**src/hdl/stochastic_rsi_oscillator_macros.svh**
```systemverilog
// assertion macros for the stochastic rsi oscillator
// used by the top level; needs clk_i and rst_ni in the including scope
`ifndef STOCHASTIC_RSI_OSCILLATOR_MACROS_SVH
`define STOCHASTIC_RSI_OSCILLATOR_MACROS_SVH

// combinational property checked on every edge outside reset
`define SRSI_ASSERT(lbl, prop, msg) \
  lbl: assert property (@(posedge clk_i) disable iff (!rst_ni) (prop)) else $error(msg);

// antecedent on this edge implies consequent on the next
`define SRSI_ASSERT_NEXT(lbl, ante, cons, msg) \
  lbl: assert property (@(posedge clk_i) disable iff (!rst_ni) (ante) |=> (cons)) \
    else $error(msg);

`endif

```
**src/hdl/srsi_pkg.sv**
```systemverilog
// shared types and constants of the stochastic rsi oscillator
// no dependencies
`default_nettype none
package srsi_pkg;

  localparam int unsigned PRICE_W      = 32;
  localparam int unsigned PERIOD_W     = 7;
  localparam int unsigned SUM_W        = 48;
  localparam int unsigned RSI_W        = 17;
  localparam int unsigned DIVD_W       = 64;
  localparam int unsigned DIVS_W       = 49;
  localparam int unsigned PERIOD_MAX_DEF = 64;
  localparam logic [PERIOD_W-1:0] PERIOD_RESET = 7'd14;
  localparam logic [PERIOD_W-1:0] PERIOD_MIN   = 7'd2;
  localparam logic [RSI_W-1:0]    ONE_Q16      = 17'd65536;

  typedef struct packed {
    logic busy;
    logic done;
  } srsi_div_sts_t;

  typedef enum logic [12:0] {
    S_IDLE   = 13'b0000000000001,
    S_PREP   = 13'b0000000000010,
    S_AVG_UP = 13'b0000000000100,
    S_AVG_DN = 13'b0000000001000,
    S_WIL_UP = 13'b0000000010000,
    S_WIL_DN = 13'b0000000100000,
    S_RSI    = 13'b0000001000000,
    S_INIT   = 13'b0000010000000,
    S_UPD    = 13'b0000100000000,
    S_SCAN   = 13'b0001000000000,
    S_WR     = 13'b0010000000000,
    S_OUT    = 13'b0100000000000,
    S_EMIT   = 13'b1000000000000
  } srsi_state_e;

endpackage
`default_nettype wire

```
**src/hdl/srsi_ram.sv**
```systemverilog
// generic single-write, single-read ram with registered read data
// no dependencies
`default_nettype none
module srsi_ram #(
  parameter int unsigned WIDTH = 17,
  parameter int unsigned DEPTH = 64
) (
  input  wire logic                     clk_i,
  input  wire logic                     we_i,
  input  wire logic [$clog2(DEPTH)-1:0] waddr_i,
  input  wire logic [WIDTH-1:0]         wdata_i,
  input  wire logic                     re_i,
  input  wire logic [$clog2(DEPTH)-1:0] raddr_i,
  output logic      [WIDTH-1:0]         rdata_o
);

  logic [WIDTH-1:0] mem_q [DEPTH];

  always_ff @(posedge clk_i) begin
    if (we_i) begin
      mem_q[waddr_i] <= wdata_i;
    end
    if (re_i) begin
      rdata_o <= mem_q[raddr_i];
    end
  end

endmodule
`default_nettype wire

```
**src/hdl/srsi_div.sv**
```systemverilog
// restoring divider, one quotient bit a cycle
// depends on srsi_pkg for the status struct
`default_nettype none
module srsi_div
  import srsi_pkg::*;
#(
  parameter int unsigned DW = 64,
  parameter int unsigned VW = 49
) (
  input  wire logic          clk_i,
  input  wire logic          rst_ni,
  input  wire logic          start_i,
  input  wire logic [DW-1:0] dividend_i,
  input  wire logic [VW-1:0] divisor_i,
  output srsi_div_sts_t      sts_o,
  output logic      [DW-1:0] quot_o
);

  localparam int unsigned CNTW = $clog2(DW + 1);

  logic [DW-1:0]   num_q;
  logic [VW-1:0]   den_q;
  logic [VW:0]     rem_q;
  logic [CNTW-1:0] cnt_q;
  logic            busy_q, done_q;
  logic [VW:0]     trial;
  logic            fits;

  assign trial = {rem_q[VW-1:0], num_q[DW-1]};
  assign fits  = trial >= {1'b0, den_q};

  always_ff @(posedge clk_i or negedge rst_ni) begin
    if (!rst_ni) begin
      busy_q <= 1'b0;
      done_q <= 1'b0;
      cnt_q  <= '0;
      num_q  <= '0;
      den_q  <= '0;
      rem_q  <= '0;
      quot_o <= '0;
    end else begin
      done_q <= 1'b0;
      if (start_i) begin
        num_q  <= dividend_i;
        den_q  <= divisor_i;
        rem_q  <= '0;
        quot_o <= '0;
        cnt_q  <= CNTW'(DW);
        busy_q <= 1'b1;
      end else if (busy_q) begin
        rem_q  <= fits ? trial - {1'b0, den_q} : trial;
        num_q  <= {num_q[DW-2:0], 1'b0};
        quot_o <= {quot_o[DW-2:0], fits};
        cnt_q  <= cnt_q - 1'b1;
        if (cnt_q == CNTW'(1)) begin
          busy_q <= 1'b0;
          done_q <= 1'b1;
        end
      end
    end
  end

  assign sts_o.busy = busy_q;
  assign sts_o.done = done_q;

endmodule
`default_nettype wire

```
**src/hdl/stochastic_rsi_oscillator.sv**
```systemverilog
// stochastic rsi oscillator top level: sequencer, smoothing state, window tracking
// depends on srsi_pkg, srsi_ram, srsi_div and the assertion macros
//
//  channel   dir  fields (low bit up)                 handshake
//  s_axis    in   tdata: price[31:0]; tuser: new_series  tvalid/tready
//  m_axis    out  tdata: stoch_value[16:0], zero pad     tvalid/tready
//  cfg       in   cfg_data_i: period[6:0]              cfg_valid_i/cfg_ready_o
//
// warm-up samples only add to the sums, the averaging sample divides them; once
// running a sample runs the divider for both wilder steps and the rsi (skipped
// when the up sum is zero), scans the ring when an extreme leaves the window
// and divides out any output word that is not zero. the divider is shared
// and makes one quotient bit a cycle; the ring scan reads one entry a cycle.
// reset is immediate, no clearing pass. a new sample is taken while an output
// word waits; only the next output word stalls on m_axis_tready.
`default_nettype none
`include "stochastic_rsi_oscillator_macros.svh"
module stochastic_rsi_oscillator
  import srsi_pkg::*;
#(
  parameter int unsigned PERIOD_MAX = PERIOD_MAX_DEF
) (
  input  wire logic                clk_i,
  input  wire logic                rst_ni,
  input  wire logic                s_axis_tvalid,
  output logic                     s_axis_tready,
  input  wire logic [31:0]         s_axis_tdata,   // price[31:0]
  input  wire logic [0:0]          s_axis_tuser,   // new_series[0]
  output logic                     m_axis_tvalid,
  input  wire logic                m_axis_tready,
  output logic      [23:0]         m_axis_tdata,   // stoch_value[16:0], zeros above
  input  wire logic                cfg_valid_i,
  output logic                     cfg_ready_o,
  input  wire logic [PERIOD_W-1:0] cfg_data_i
);

  localparam int unsigned PW = (PERIOD_MAX > 1) ? $clog2(PERIOD_MAX) : 1;
  localparam int unsigned SW = $clog2(PERIOD_MAX + 1);
  localparam int unsigned CW = $clog2(2 * PERIOD_MAX + 1);
  localparam int unsigned KW = CW + 8;

  srsi_state_e         state_q;
  logic                go_q;
  logic [PERIOD_W-1:0] period_q, eff_p;
  logic [PRICE_W-1:0]  price_q, prev_q;
  logic [CW-1:0]       cnt_q;
  logic [SUM_W-1:0]    up_q, dn_q;
  logic [PW-1:0]       pos_q, maxs_q, mins_q;
  logic [RSI_W-1:0]    max_q, min_q, r_q, res_q;
  logic                scan_max_q, scan_min_q, rvld_q;
  logic [SW-1:0]       saddr_q;
  logic [PW-1:0]       ridx_q;
  logic                mval_q;
  logic [RSI_W-1:0]    mdata_q;

  logic [KW-1:0]       idx_k, p_k, pos_k;
  logic [PRICE_W-1:0]  up_mv, dn_mv;
  logic [SUM_W-1:0]    mvx;
  logic [SUM_W:0]      diff, mag;
  logic                div_start;
  logic [DIVD_W-1:0]   div_num, quot;
  logic [DIVS_W-1:0]   div_den;
  srsi_div_sts_t       div_sts;
  logic [SUM_W-1:0]    q48, avg_sat;
  logic [RSI_W-1:0]    q17;
  logic                ram_we;
  logic [PW-1:0]       ram_waddr;
  logic [RSI_W-1:0]    ram_rdata;
  logic                ram_re;
  logic                accept;
  logic [CW-1:0]       cnt_next;
  logic                out_nz, out_free, out_load;
  logic [RSI_W-1:0]    out_word;

  // period clamped to the supported range
  always_comb begin
    eff_p = period_q;
    if (period_q < PERIOD_MIN) eff_p = PERIOD_MIN;
    if ({{(KW-PERIOD_W){1'b0}}, period_q} > KW'(PERIOD_MAX)) eff_p = PERIOD_W'(PERIOD_MAX);
  end

  assign idx_k = KW'(cnt_q);
  assign p_k   = KW'(eff_p);
  assign pos_k = KW'(pos_q);

  always_comb begin
    up_mv = '0;
    dn_mv = '0;
    if (cnt_q != '0) begin
      if (price_q > prev_q) up_mv = price_q - prev_q;
      else                  dn_mv = prev_q - price_q;
    end
  end

  // wilder step works on the magnitude, sign restored afterwards
  always_comb begin
    mvx  = (state_q == S_WIL_UP) ? {up_mv, 16'h0} : {dn_mv, 16'h0};
    diff = {1'b0, mvx} - ((state_q == S_WIL_UP) ? {1'b0, up_q} : {1'b0, dn_q});
    mag  = diff[SUM_W] ? -diff : diff;
  end

  always_comb begin
    div_num = '0;
    div_den = DIVS_W'(eff_p);
    unique case (state_q)
      S_AVG_UP: div_num = {up_q, 16'h0};
      S_AVG_DN: div_num = {dn_q, 16'h0};
      S_WIL_UP, S_WIL_DN: div_num = DIVD_W'(mag);
      S_RSI: begin
        div_num = {up_q, 16'h0};
        div_den = {1'b0, up_q} + {1'b0, dn_q};
      end
      S_OUT: begin
        div_num = DIVD_W'({r_q - min_q, 16'h0});
        div_den = DIVS_W'(max_q - min_q);
      end
      default: ;
    endcase
  end

  assign out_nz = (max_q > min_q) && (r_q >= min_q);

  assign div_start = !go_q && ((state_q == S_AVG_UP) || (state_q == S_AVG_DN)
                  || (state_q == S_WIL_UP) || (state_q == S_WIL_DN)
                  || ((state_q == S_RSI) && (up_q != '0))
                  || ((state_q == S_OUT) && out_nz));

  srsi_div #(.DW(DIVD_W), .VW(DIVS_W)) u_div (
    .clk_i      (clk_i),
    .rst_ni     (rst_ni),
    .start_i    (div_start),
    .dividend_i (div_num),
    .divisor_i  (div_den),
    .sts_o      (div_sts),
    .quot_o     (quot)
  );

  assign q48     = quot[SUM_W-1:0];
  assign avg_sat = (quot[DIVD_W-1:SUM_W] != '0) ? '1 : q48;
  assign q17     = ((quot[DIVD_W-1:RSI_W] != '0) || (quot[RSI_W-1:0] > ONE_Q16))
                   ? ONE_Q16 : quot[RSI_W-1:0];

  // output word loads only when the register is free or being drained
  always_comb begin
    out_free = !mval_q || m_axis_tready;
    out_load = 1'b0;
    out_word = res_q;
    if (state_q == S_OUT) begin
      if (!out_nz) begin
        out_load = out_free;
        out_word = '0;
      end else if (div_sts.done) begin
        out_load = out_free;
        out_word = q17;
      end else if (go_q && !div_sts.busy) begin
        out_load = out_free;
      end
    end
  end

  assign ram_we    = (state_q == S_INIT) || (state_q == S_WR);
  assign ram_waddr = (state_q == S_INIT) ? '0 : pos_q;
  assign ram_re    = (state_q == S_SCAN) && (KW'(saddr_q) < p_k);

  srsi_ram #(.WIDTH(RSI_W), .DEPTH(PERIOD_MAX)) u_ring (
    .clk_i   (clk_i),
    .we_i    (ram_we),
    .waddr_i (ram_waddr),
    .wdata_i (r_q),
    .re_i    (ram_re),
    .raddr_i (saddr_q[PW-1:0]),
    .rdata_o (ram_rdata)
  );

  assign accept   = s_axis_tvalid && s_axis_tready;
  assign cnt_next = (idx_k + KW'(1) >= (p_k << 1)) ? CW'(p_k << 1) : cnt_q + 1'b1;

  always_ff @(posedge clk_i or negedge rst_ni) begin
    if (!rst_ni) begin
      state_q    <= S_IDLE;
      go_q       <= 1'b0;
      period_q   <= PERIOD_RESET;
      price_q    <= '0;
      prev_q     <= '0;
      cnt_q      <= '0;
      up_q       <= '0;
      dn_q       <= '0;
      pos_q      <= '0;
      maxs_q     <= '0;
      mins_q     <= '0;
      max_q      <= '0;
      min_q      <= '0;
      r_q        <= '0;
      res_q      <= '0;
      scan_max_q <= 1'b0;
      scan_min_q <= 1'b0;
      rvld_q     <= 1'b0;
      saddr_q    <= '0;
      ridx_q     <= '0;
      mval_q     <= 1'b0;
      mdata_q    <= '0;
    end else begin
      if (cfg_valid_i) period_q <= cfg_data_i;
      if (out_load) begin
        mval_q  <= 1'b1;
        mdata_q <= out_word;
      end else if (m_axis_tready) begin
        mval_q <= 1'b0;
      end
      if (div_start) go_q <= 1'b1;

      unique case (state_q)
        S_IDLE: begin
          if (accept) begin
            price_q <= s_axis_tdata;
            if (s_axis_tuser[0]) begin
              prev_q <= '0; cnt_q <= '0; up_q <= '0; dn_q <= '0;
              pos_q <= '0; maxs_q <= '0; mins_q <= '0; max_q <= '0; min_q <= '0;
            end
            state_q <= S_PREP;
          end
        end
        S_PREP: begin
          if (cnt_q == '0) begin
            state_q <= S_EMIT;
          end else if (idx_k <= p_k) begin
            up_q <= up_q + SUM_W'(up_mv);
            dn_q <= dn_q + SUM_W'(dn_mv);
            state_q <= (idx_k == p_k) ? S_AVG_UP : S_EMIT;
          end else begin
            state_q <= S_WIL_UP;
          end
        end
        S_AVG_UP, S_AVG_DN: begin
          if (div_sts.done) begin
            go_q <= 1'b0;
            if (state_q == S_AVG_UP) begin
              up_q <= avg_sat; state_q <= S_AVG_DN;
            end else begin
              dn_q <= avg_sat; state_q <= S_RSI;
            end
          end
        end
        S_WIL_UP, S_WIL_DN: begin
          if (div_sts.done) begin
            go_q <= 1'b0;
            if (state_q == S_WIL_UP) begin
              up_q <= diff[SUM_W] ? up_q - q48 : up_q + q48; state_q <= S_WIL_DN;
            end else begin
              dn_q <= diff[SUM_W] ? dn_q - q48 : dn_q + q48; state_q <= S_RSI;
            end
          end
        end
        S_RSI: begin
          if (up_q == '0) begin
            r_q <= '0;
            state_q <= (idx_k == p_k) ? S_INIT : S_UPD;
          end else if (div_sts.done) begin
            go_q <= 1'b0;
            r_q <= q17;
            state_q <= (idx_k == p_k) ? S_INIT : S_UPD;
          end
        end
        S_INIT: begin
          pos_q <= PW'(1);
          max_q <= r_q; min_q <= r_q;
          maxs_q <= '0; mins_q <= '0;
          state_q <= S_EMIT;
        end
        S_UPD: begin
          logic [PW-1:0] pos;
          logic          smax, smin;
          pos  = (pos_k >= p_k) ? '0 : pos_q;
          smax = !(r_q > max_q) && (maxs_q == pos);
          smin = !(r_q < min_q) && (mins_q == pos);
          pos_q <= pos;
          if (r_q > max_q) begin
            max_q <= r_q; maxs_q <= pos;
          end else if (smax) begin
            max_q <= r_q;
          end
          if (r_q < min_q) begin
            min_q <= r_q; mins_q <= pos;
          end else if (smin) begin
            min_q <= r_q;
          end
          scan_max_q <= smax;
          scan_min_q <= smin;
          saddr_q    <= '0;
          rvld_q     <= 1'b0;
          state_q    <= (smax || smin) ? S_SCAN : S_WR;
        end
        S_SCAN: begin
          rvld_q <= ram_re;
          ridx_q <= saddr_q[PW-1:0];
          if (ram_re) saddr_q <= saddr_q + 1'b1;
          if (rvld_q && (ridx_q != pos_q)) begin
            if (scan_max_q && (ram_rdata > max_q)) begin
              max_q <= ram_rdata; maxs_q <= ridx_q;
            end
            if (scan_min_q && (ram_rdata < min_q)) begin
              min_q <= ram_rdata; mins_q <= ridx_q;
            end
          end
          if (!ram_re && !rvld_q) state_q <= S_WR;
        end
        S_WR: begin
          pos_q <= (pos_k + KW'(1) >= p_k) ? '0 : pos_q + 1'b1;
          state_q <= (idx_k + KW'(1) >= (p_k << 1)) ? S_OUT : S_EMIT;
        end
        S_OUT: begin
          // go stays high after the quotient lands so the divider is not restarted
          if (div_sts.done) res_q <= q17;
          if (out_load) state_q <= S_EMIT;
        end
        S_EMIT: begin
          go_q    <= 1'b0;
          prev_q  <= price_q;
          cnt_q   <= cnt_next;
          state_q <= S_IDLE;
        end
        default: state_q <= S_IDLE;
      endcase
    end
  end

  assign s_axis_tready = (state_q == S_IDLE);
  assign cfg_ready_o   = 1'b1;
  assign m_axis_tvalid = mval_q;
  assign m_axis_tdata  = {7'h0, mdata_q};

  `SRSI_ASSERT(a_out_range, !m_axis_tvalid || (m_axis_tdata[16:0] <= ONE_Q16), "output above one")
  `SRSI_ASSERT(a_min_le_max, (state_q != S_IDLE) || (min_q <= max_q), "window min above max")
  `SRSI_ASSERT(a_div_free, !div_start || !div_sts.busy, "divider started while busy")
  `SRSI_ASSERT_NEXT(a_scan_ends, (state_q == S_SCAN) && !ram_re && !rvld_q,
                    state_q == S_WR, "ring scan did not hand over to write back")

endmodule
`default_nettype wire

```
**config.mk**
```make
export PLATFORM = sky130hd
export DESIGN_NAME = stochastic_rsi_oscillator
export DESIGN_NICKNAME = d
export VERILOG_FILES = /design/src/hdl/srsi_pkg.sv /design/src/hdl/srsi_ram.sv /design/src/hdl/srsi_div.sv /design/src/hdl/stochastic_rsi_oscillator.sv
export VERILOG_INCLUDE_DIRS = /design/src /design/src/hdl
export SDC_FILE = /design/constraint.sdc
export NUM_CORES = 2
export LEC_CHECK = 0
export BUFFER_PORTS_ARGS = -buffer_cell sky130_fd_sc_hd__buf_2
export CORE_MARGIN = 5
export CORE_UTILIZATION = 69
export CTS_CLUSTER_DIAMETER = 50
export DETAILED_ROUTE_END_ITERATION = 10
export MAX_ROUTING_LAYER = met4
export PLACE_DENSITY = 0.84
export REMOVE_ABC_BUFFERS = 1
export SYNTH_ARGS = -nofsm -noshare
export SYNTH_HDL_FRONTEND = slang
export SYNTH_SLANG_ARGS = --single-unit
```
**constraint.sdc**
```tcl
create_clock -name clk_i -period 17 [get_ports clk_i]
set_clock_uncertainty 0.15 [all_clocks]
set_input_delay 1.7 -clock clk_i [delete_from_list [all_inputs] [get_ports clk_i]]
set_output_delay 1.7 -clock clk_i [all_outputs]
set_load 0.01 [all_outputs]
```
==> flow_summary.ini, run 1 <==
[cts]
cts_setup_buffers = 0
ctsHtreeMaxLevel = 4
hold_buffers = 0
clock_sinks = 1649
cts_buffer_depth = 3
cts-root-buf = clkbuf_16
numCtsBuffers = 176
cts_resized = 0

[placed_design]
io_buffers = 63
dp_hpwl_um = 215100
routabilityCongestion = 1.024

[run_status]
run_status = aborted with a tool error
error_line = [ERROR GRT-0232] Routing congestion too high. Check the congestion heatmap in the GUI.
stop_stage = 5_1_grt

[yosys]
synth_area_um2 = 91770
avgSynthCellArea_um2 = 11.72
synth_seq_cells = 1649
ys_types = 98
ys_seq_area_frac = 0.5100
synth_edf_count = 1105
yosys_warnings = 0
synth_ff_type = edfxtp_1
synthArstFlopShare = 0.3299
syn_inst = 7831

[die]
chipWidth_um = 374.7
io_pins = 72
start_util = 0.6963
core.rowCount = 133
dieHeight_um = 374.7

[grt]
grt_usage = 0.6329
gr-total-overflow = 126
grt_max_degree = 109
==> metrics by stage <==
stage	setup WS [ps]	hold WS (ps)	instance area (um^2)	std cells
after floorplan	4520	288.8	90090	7397
after global placement	4975	306.4	94140	9389
after detailed placement	4897	310.5	94140	9389
after CTS	4826	323.4	100200	9720
==> cell usage after synthesis, types with 54 or more instances <==
cell,count,area [um^2]
edfxtp_1,1105,33180
a21oi_1,619,3098
nand2_1,558,2095
dfrtp_1,540,13510
o21ai_0,522,2613
nor2_1,490,1839
ha_1,414,5180
clkbuf_1,369,1385
mux4_2,357,8040
inv_1,270,1013
xnor2_1,255,2233
mux2i_1,224,2242
a21o_1,175,1314
xor2_1,173,1515
nand3_1,155,775.7
o21a_1,119,893.4
nor3_1,104,520.5
a211oi_1,86,645.6
nor2b_1,79,494.2
a31oi_1,75,469.2
o31ai_1,75,563.0
nand4_1,72,450.4
nand2b_1,71,444.2
a22oi_1,63,473.0
buf_1,56,210.2
nor4_1,56,350.3
and3_1,54,337.8
==> cells by family after synthesis <==
group / after synthesis / share of synthesized area
xor gates and xnor gates: 428 / 0.04085
other: 2 / 0.00008184
DFF: 1649 / 0.5100
AOI/OAI and AO/OA: 2138 / 0.1467
and+or+nand+nor: 1864 / 0.09801
muxes: 617 / 0.1165
adders and majority gates: 422 / 0.05819
buffers and inverters: 711 / 0.02964
==> routing by layer <==
layer / global-route usage / overflow
met5: - / -
met4: 0.5240 / 56
met3: 0.4327 / 7
met2: 0.8068 / 44
met1: 0.6609 / 19
==> run 2: changes to the inputs <==
--- a/config.mk
+++ b/config.mk
@@ -8,11 +8,9 @@
 export LEC_CHECK = 0
 export BUFFER_PORTS_ARGS = -buffer_cell sky130_fd_sc_hd__buf_2
 export CORE_MARGIN = 5
-export CORE_UTILIZATION = 69
-export CTS_CLUSTER_DIAMETER = 50
+export CORE_UTILIZATION = 40
 export DETAILED_ROUTE_END_ITERATION = 10
-export MAX_ROUTING_LAYER = met4
-export PLACE_DENSITY = 0.84
+export PLACE_DENSITY_LB_ADDON = 0.15
 export REMOVE_ABC_BUFFERS = 1
 export SYNTH_ARGS = -nofsm -noshare
 export SYNTH_HDL_FRONTEND = slang
==> run 2 against run 1 <==
Compared with the run above:
- the flow now finishes without violations
- synthesized cell count unchanged
- synthesized area unchanged
==> flow_summary.ini, run 2 <==
[yosys]
yosys.area.top_type_share = 0.3616
synth.area.top_cells = edfxtp_1, dfrtp_1, mux4_2
yosys_warnings = 0
ys_top_cells_by_count = edfxtp_1, a21oi_1, nand2_1
synth_edf_count = 1105
synth_area_um2 = 91770
syn_inst = 7831
yosys.area.top_type = edfxtp_1
synth_ff_type = edfxtp_1
synth_seq_cells = 1649
ys_types = 98
ys_seq_area_frac = 0.5100
avgSynthCellArea_um2 = 11.72
synthArstFlopShare = 0.3299
yosysMostFrequentCell = edfxtp_1

[route]
drc = 0
vias_per_cell = 5.953
dr.pass1.iters = 8
totalWireLength_um = 301000
wl_per_cell_um = 27.36
ant_nets = 0
drt-initial-drc-count = 5723
vias = 65500

[final_layout]
top_regs = u_ring.mem_q: 1088 flops, u_div.num_q: 64 flops, u_div.quot_o: 64 flops
largest_reg_flops = 1088
regMostFlops = u_ring.mem_q
final_common_cell = edfxtp_1
syn2layout_area_growth_pct = 11.28
drive_gt1_frac = 0.1315
nNetsFinal = 8301
num-fill-cells = 20850
final_cell_mix = edfxtp_1, a21oi_1, nand2_1, o21ai_0, dfrtp_1

[timing]
fmax_ghz = 0.07178
slew_viol_final = 0
post-route-period-util = 0.8195
worstMarginPinSlew_ps = 1415
tns_ps = 0
finalHoldViolCount = 0
rsz0062_at_grt = no
min_period_ps = 13930
finalSetupViolations = 0
maxSlewHeadroom = 0.05321

[cts]
clk_pin_slew_ps = 60
clock_sinks = 1649
worstSkewPairLatency_ps = 880
cts_setup_buffers = 0
cts-root-buf = clkbuf_16
cts_buffer_depth = 3
ctsHtreeMaxLevel = 4
numCtsBuffers = 186
cts_resized = 0
cts_tree = done
hold_buffers = 0

[die]
fp.coreArea_um2 = 227900
dieHeight_um = 489.0
core.rowCount = 175
chipWidth_um = 489.0
io_pins = 72
die-area_um2 = 239100
start_util = 0.4026

[setup_path]
reg2regPathDepth = 38
r2r-start = price_q[21]
worstSetupStartpoint = price_q[21]
critPathMaxStageDelay_ps = 1090
cp_slowest_cell = a2bb2oi_1
cp.arrival_ps = 14510
rr_endpoint = dn_q[47]
cp_max_fo = 72
cp-start-kind = flop
critPathKind = reg2reg
r2r_slack_ps = 3070
cp-endpoint = dn_q[47]
endpoint_kind = flop
worstPathRequired_ps = 17570

[grt]
grt_pass1_vias = 65100
gr-total-overflow = 0
grt_max_degree = 161
grt_pass1_wl_um = 444200
antenna_found_initial = 9
grt_usage = 0.2484

[placed_design]
dp_hpwl_um = 209400
io_buffers = 63
routabilityCongestion = 0.9268

[run_status]
run_status = complete, no violations

[run]
maxCapViolCount = 0

[worst_hold_path]
hold_class = reg2reg
run 2: how the worst min path moves through the flow:
stage | startpoint | to | slack, ps | cells after the start
after floorplan | scan_max_q | scan_max_q | 290 | 2
after global placement | mdata_q[6] | mdata_q[6] | 310 | 2
after detailed placement | scan_max_q | scan_max_q | 320 | 2
after CTS | scan_max_q | scan_max_q | 330 | 2
after global routing | u_div.num_q[6] | u_div.num_q[6] | 350 | 1
final | mdata_q[11] | mdata_q[11] | 330 | 2
run 2: routing by layer:
layer	global-route usage	part of all wire
met5	0	0.000076
met4	0.1168	0.053
met3	0.03108	0.046
met2	0.4161	0.48
met1	0.3219	0.42
run 2: metrics by stage:
| stage | std cells | area, um^2 | util | hold WS, ps | setup slack (ps) |
|---|---|---|---|---|---|
| 6_report | 11000 | 102100 | 0.4480 | 328.2 | 3068 |
| 2_1_floorplan | 7397 | 90090 | - | 288.8 | 4520 |
| 3_3_place_gp | 10660 | 95930 | 0.4209 | 311.3 | 3787 |
| 4_1_cts | 11000 | 102100 | 0.4479 | 332.3 | 3376 |
| 3_5_place_dp | 10660 | 95930 | 0.4209 | 319.2 | 3430 |
| 5_1_grt | 11000 | 102100 | 0.4480 | 350.1 | 2043 |
run 2: critical path: cells and delay by family (launching register included):
family	cells	cell delay [ps]
buf+inv	2	750
fa+ha+maj	3	1330
xor+xnor	2	330
simple gates	10	3390
compound gates	21	7500
flops	1	350
run 2: cell families after synthesis:
logic type,after synthesis,share of synthesized area
flip-flops,1649,0.5100
XOR/XNOR,428,0.04085
multiplexers,617,0.1165
AND/OR/NAND/NOR,1864,0.09801
other,2,0.00008184
AO/OA/AOI/OAI,2138,0.1467
adder cells (fa/ha/maj),422,0.05819
buffers and inverters,711,0.02964
run 2: final cells by class:
type                            count  area, um^2  share of cell area
Multi-Input combinational cell   5477       42550              0.4167
Clock inverter                     94        1150             0.01126
Antenna cell                        7       17.52           0.0001715
Tap cell                         3009        3765             0.03687
Sequential cell                  1649       46840              0.4587
Inverter                          271        1017            0.009961
Clock buffer                      246        5021             0.04917
Timing Repair Buffer              249        1759             0.01723
Power of run 2 is not shown: default switching activity piles up to over one toggle a cycle in this logic, so the estimate is an artifact.
